File: config.mk
export PLATFORM = sky130hd
export DESIGN_NAME = sbc_addr
export DESIGN_NICKNAME = d
export VERILOG_FILES = /design/src/hw/rtl/sbc_pkg.sv /design/src/hw/rtl/sbc_addr.sv
export SDC_FILE = /design/constraint.sdc
export NUM_CORES = 1
export LEC_CHECK = 0
export BUFFER_PORTS_ARGS = -buffer_cell sky130_fd_sc_hd__buf_4
export CAP_MARGIN = 10
export CORE_MARGIN = 2
export CORE_UTILIZATION = 41
export DETAILED_ROUTE_END_ITERATION = 8
export GPL_TIMING_DRIVEN = 0
export PLACE_DENSITY_LB_ADDON = 0.05
export SYNTH_ARGS = -nofsm -noshare
export SYNTH_HDL_FRONTEND = slang
export SYNTH_SLANG_ARGS = --single-unit
File: constraint.sdc
create_clock -name vclk -period 2.06
set_input_delay 0 -clock vclk [all_inputs]
set_output_delay 0 -clock vclk [all_outputs]
set_load 0.01 [all_outputs]
File: src/hw/rtl/sbc_pkg.sv
// Shared types and constants of the sprite blitter with collision detect.
// No dependencies.
package sbc_pkg;

    localparam int ScreenWidthDef  = 256;
    localparam int ScreenHeightDef = 128;
    localparam int SpriteMax       = 64;
    localparam int CoordW          = 14;

    localparam logic [1:0] ActBlit  = 2'd0;
    localparam logic [1:0] ActRead  = 2'd1;
    localparam logic [1:0] ActClear = 2'd2;

    typedef struct packed {
        logic [1:0]         action;
        logic signed [11:0] origin_x;
        logic signed [11:0] origin_y;
        logic [5:0]         offset_x;
        logic [5:0]         offset_y;
        logic               ink;
        logic               last;
    } t_in_beat;

    typedef struct packed {
        logic collision;
        logic pixel_value;
    } t_out_beat;

    // Write request from the update stage to the framebuffer.
    typedef struct packed {
        logic en;
        logic data;
    } t_fb_wr;

endpackage

File: src/hw/rtl/sbc_addr.sv
// Screen coordinate, clipping and bit address for one input beat.
// Depends on sbc_pkg.
module sbc_addr #(
    parameter int SCREEN_WIDTH  = sbc_pkg::ScreenWidthDef,
    parameter int SCREEN_HEIGHT = sbc_pkg::ScreenHeightDef,
    parameter int PW            = $clog2(SCREEN_WIDTH * SCREEN_HEIGHT)
) (
    input  sbc_pkg::t_in_beat i_beat,
    output logic              o_hit,
    output logic [PW-1:0]     o_pos
);
    import sbc_pkg::*;

    localparam int XW = $clog2(SCREEN_WIDTH);
    localparam int YW = $clog2(SCREEN_HEIGHT);

    logic              is_blit;
    logic signed [CoordW-1:0] x;
    logic signed [CoordW-1:0] y;
    logic              on_screen;
    logic              in_sprite;
    logic [PW-1:0]     y_ext;

    always_comb begin
        is_blit = (i_beat.action == ActBlit);
        // Read and clear use the origin as an absolute position.
        x = CoordW'(i_beat.origin_x) + (is_blit ? CoordW'(i_beat.offset_x) : '0);
        y = CoordW'(i_beat.origin_y) + (is_blit ? CoordW'(i_beat.offset_y) : '0);
        on_screen = !x[CoordW-1] && (x < $signed(CoordW'(SCREEN_WIDTH)))
                 && !y[CoordW-1] && (y < $signed(CoordW'(SCREEN_HEIGHT)));
        in_sprite = (9'(i_beat.offset_x) < 9'(SpriteMax))
                 && (9'(i_beat.offset_y) < 9'(SpriteMax));
        o_hit = on_screen && (!is_blit || (i_beat.ink && in_sprite));
        y_ext = PW'(y[YW-1:0]);
        o_pos = y_ext * PW'(SCREEN_WIDTH) + PW'(x[XW-1:0]);
    end

endmodule

==> run_results.csv <==
group,metric,value,unit
critical_path,path_max_fanout,7,
sta,worstMarginPinSlew,0.298,ns
global_routing,antenna_found_initial,0,
global_routing,grt_overflow_total,0,
logic_synthesis,yosysUniqueCellTypes,44,
placement,dp_hpwl,2020,um
critical_path,path_buf_inv,3,
floorplanning,initial_core_util,44.1,%
floorplanning,die_area,2540,um2
logic_synthesis,yosysSeqAreaShare,0,%
detailed_routing,drt.antenna.violating_nets,0,
floorplanning,io_pins,56,
sta,grt_setup_unrepaired,"yes",
finish,areaGrowthSynthToFinish,77.2,%
sta,setup_violations,1,
critical_path,cp.required,2.06,ns
power_and_ir_drop,leakagePower,0.738,nW
critical_path,start_kind,"primary input",
finish,stdcell_count,213,
global_routing,grt_start_max_net_pins,10,
logic_synthesis,yosysWarnings,0,
floorplanning,die_h,50.4,um
logic_synthesis,synth_area,882,um2
placement,place_congestion,0.817,
global_routing,grt_pass1_vias,1018,
floorplanning,core_area,2000,um2
power_and_ir_drop,ir_drop,0.000134,V
power_and_ir_drop,powerDensity,213,nW/um2
clocking,cts_hold_buffers,0,
sta,timing.final.ws_setup,-0.275,ns
job,max-cap-violations,0,
critical_path,crit_type,"primary input to output pin",
critical_path,cp-end-kind,"output pin",
detailed_routing,drt-total-wl,2740,um
critical_path,path_cells,"buf_8 -> nor2_4 -> buf_8 -> and2_4 -> ha_4 -> fa_2 -> a21o_1 -> a221oi_4 -> mux2i_1 -> and3_1 -> o311ai_2 -> nor4bb_2 -> buf_4",
finish,n_antenna_cell,0,
sta,clock.fmax,428,MHz
global_routing,grt_pass1_wl,4080,um
sta,relSlewSlack,80.0,%
logic_synthesis,syn_avg_cell_area,7.17,um2
logic_synthesis,syn-instance-count,123,
sta,period_needed,2.33,ns
critical_path,critPathMaxStageDelay,0.33,ns
finish,final_core_util,78.1,%
floorplanning,die_x,50.4,um
logic_synthesis,syn-num-nets,177,
detailed_routing,viasPerCell,5.39,
placement,placed_cells_incl_taps,204,
detailed_routing,drcViolationCount,0,
finish,drive_above_1_share,50.5,%
critical_path,critPathArrivalTime,2.33,ns
critical_path,path_delay_family,"simple AND/OR/NAND/NOR gates",
sta,hold_violations,0,
sta,fin_crit_sh,113,%
floorplanning,row_count,16,
global_routing,track_usage,19.4,%
detailed_routing,drtIter0Drc,9,
status,violations,"setup timing",
detailed_routing,first_pass_iters,4,
sta,slew_viol_final,0,
status,status,"finished with violations",
finish,seqCellArea,0,um2
finish,finalNetCount,242,
critical_path,worst_path_max_delay_cell,"fa_2",
detailed_routing,vias,1149,
placement,port_buffers,54,
finish,clock_buffers,0,
finish,seq_cells,0,
detailed_routing,avgRoutedWirePerCell,12.9,um
critical_path,crit_path_frequent_cell,"buf_8",
min_path,worstHoldPathType,"primary input to output pin",
## through the flow
step | hold slack [ns] | power [W] | area, um2 | TNS, ns | setup slack (ns)
after global routing | 0.313 | 0.000363 | 1560 | -0.390 | -0.362
after global placement | 0.299 | 0.000277 | 1330 | -0.733 | -0.588
after CTS | 0.302 | 0.000311 | 1470 | -0.379 | -0.379
final | 0.302 | 0.000333 | 1560 | -0.275 | -0.275
after detailed placement | 0.305 | 0.000286 | 1330 | -0.848 | -0.611
after floorplan | 0.0877 | 0.000149 | 895 | -0.0905 | -0.0905
## kinds of logic after synthesis
| kind of cell | share of synthesized area, % |
|---|---|
| buf+inv | 4.11 |
| compound gates | 30.5 |
| xor+xnor | 8.94 |
| fa+ha+maj | 21.6 |
| simple gates | 32.6 |
| mux | 2.27 |
## layout make-up
cell class,count,area (um2)
plain buffers,3,25.0
fillers,168,439
inverters,6,22.5
multi-input cells,114,993
well taps,27,33.8
repair buffers,63,488
## tightest hold or removal path: cells and delay by family
kind | cells | cell delay (ns)
fa+ha+maj | 1 | 0.11
buf+inv | 2 | 0.19
## cell usage after synthesis (all sizes together) (2+ instances only)
| master | instances | area (um2) |
|---|---|---|
| a211oi | 4 | 30.0 |
| a21o | 3 | 22.5 |
| a21oi | 6 | 30.0 |
| and2 | 12 | 75.1 |
| and3 | 4 | 25.0 |
| buf | 2 | 10.0 |
| fa | 2 | 40.0 |
| ha | 12 | 150 |
| inv | 6 | 22.5 |
| mux2i | 2 | 20.0 |
| nand2 | 8 | 30.0 |
| nand2b | 2 | 12.5 |
| nand3 | 2 | 10.0 |
| nor2 | 10 | 37.5 |
| nor2b | 2 | 20.0 |
| nor3 | 3 | 15.0 |
| o21a | 4 | 30.0 |
| o21ai | 8 | 40.0 |
| xnor2 | 6 | 52.6 |
| xor2 | 3 | 26.3 |
## power by group
group | internal [W] | leakage, nW | switching (W)
registers | 0 | 0 | 0
clock network | 0 | 0 | 0
logic | 0.000188 | 0.738 | 0.000145
## cell usage in the layout (no fill, tap or decap), drive strengths merged, types with 2 or more instances in the layout
master and instances:
nand3 2, nor2b 2, a21o 3, nor2 10
o21a 4, a21oi 6, and2 12, nor3 3
ha 12, and3 4, nand2 8, mux2i 2
buf 66, nand2b 2, inv 6, o21ai 8
fa 2, a211oi 4, xor2 3, xnor2 6
## worst paths after layout
path | slack [ns] | endpoint | start | cells after the start
worst min-delay path | 0.30 | o_pos[0] | i_beat[26] | 3
worst max-delay path | -0.27 | o_hit | i_beat[38] | 13
## what timing repair did
item / CTS / global route
pin swaps: 15 / 20
endpoints found under the setup margin: 3 / 3
resized for setup: 18 / 15
buffers inserted: 7 / 2
## per-layer routing
layer  track usage [%]  vias to the layer above  share of wire, %
li1                  -                      586                 -
met1              24.5                      526                42
met2              37.7                       35                52
met3             0.893                        2               4.9
met4             0.901                        0              0.47
met5                 0                        -                 0
Power figures use the tool's default switching activity.
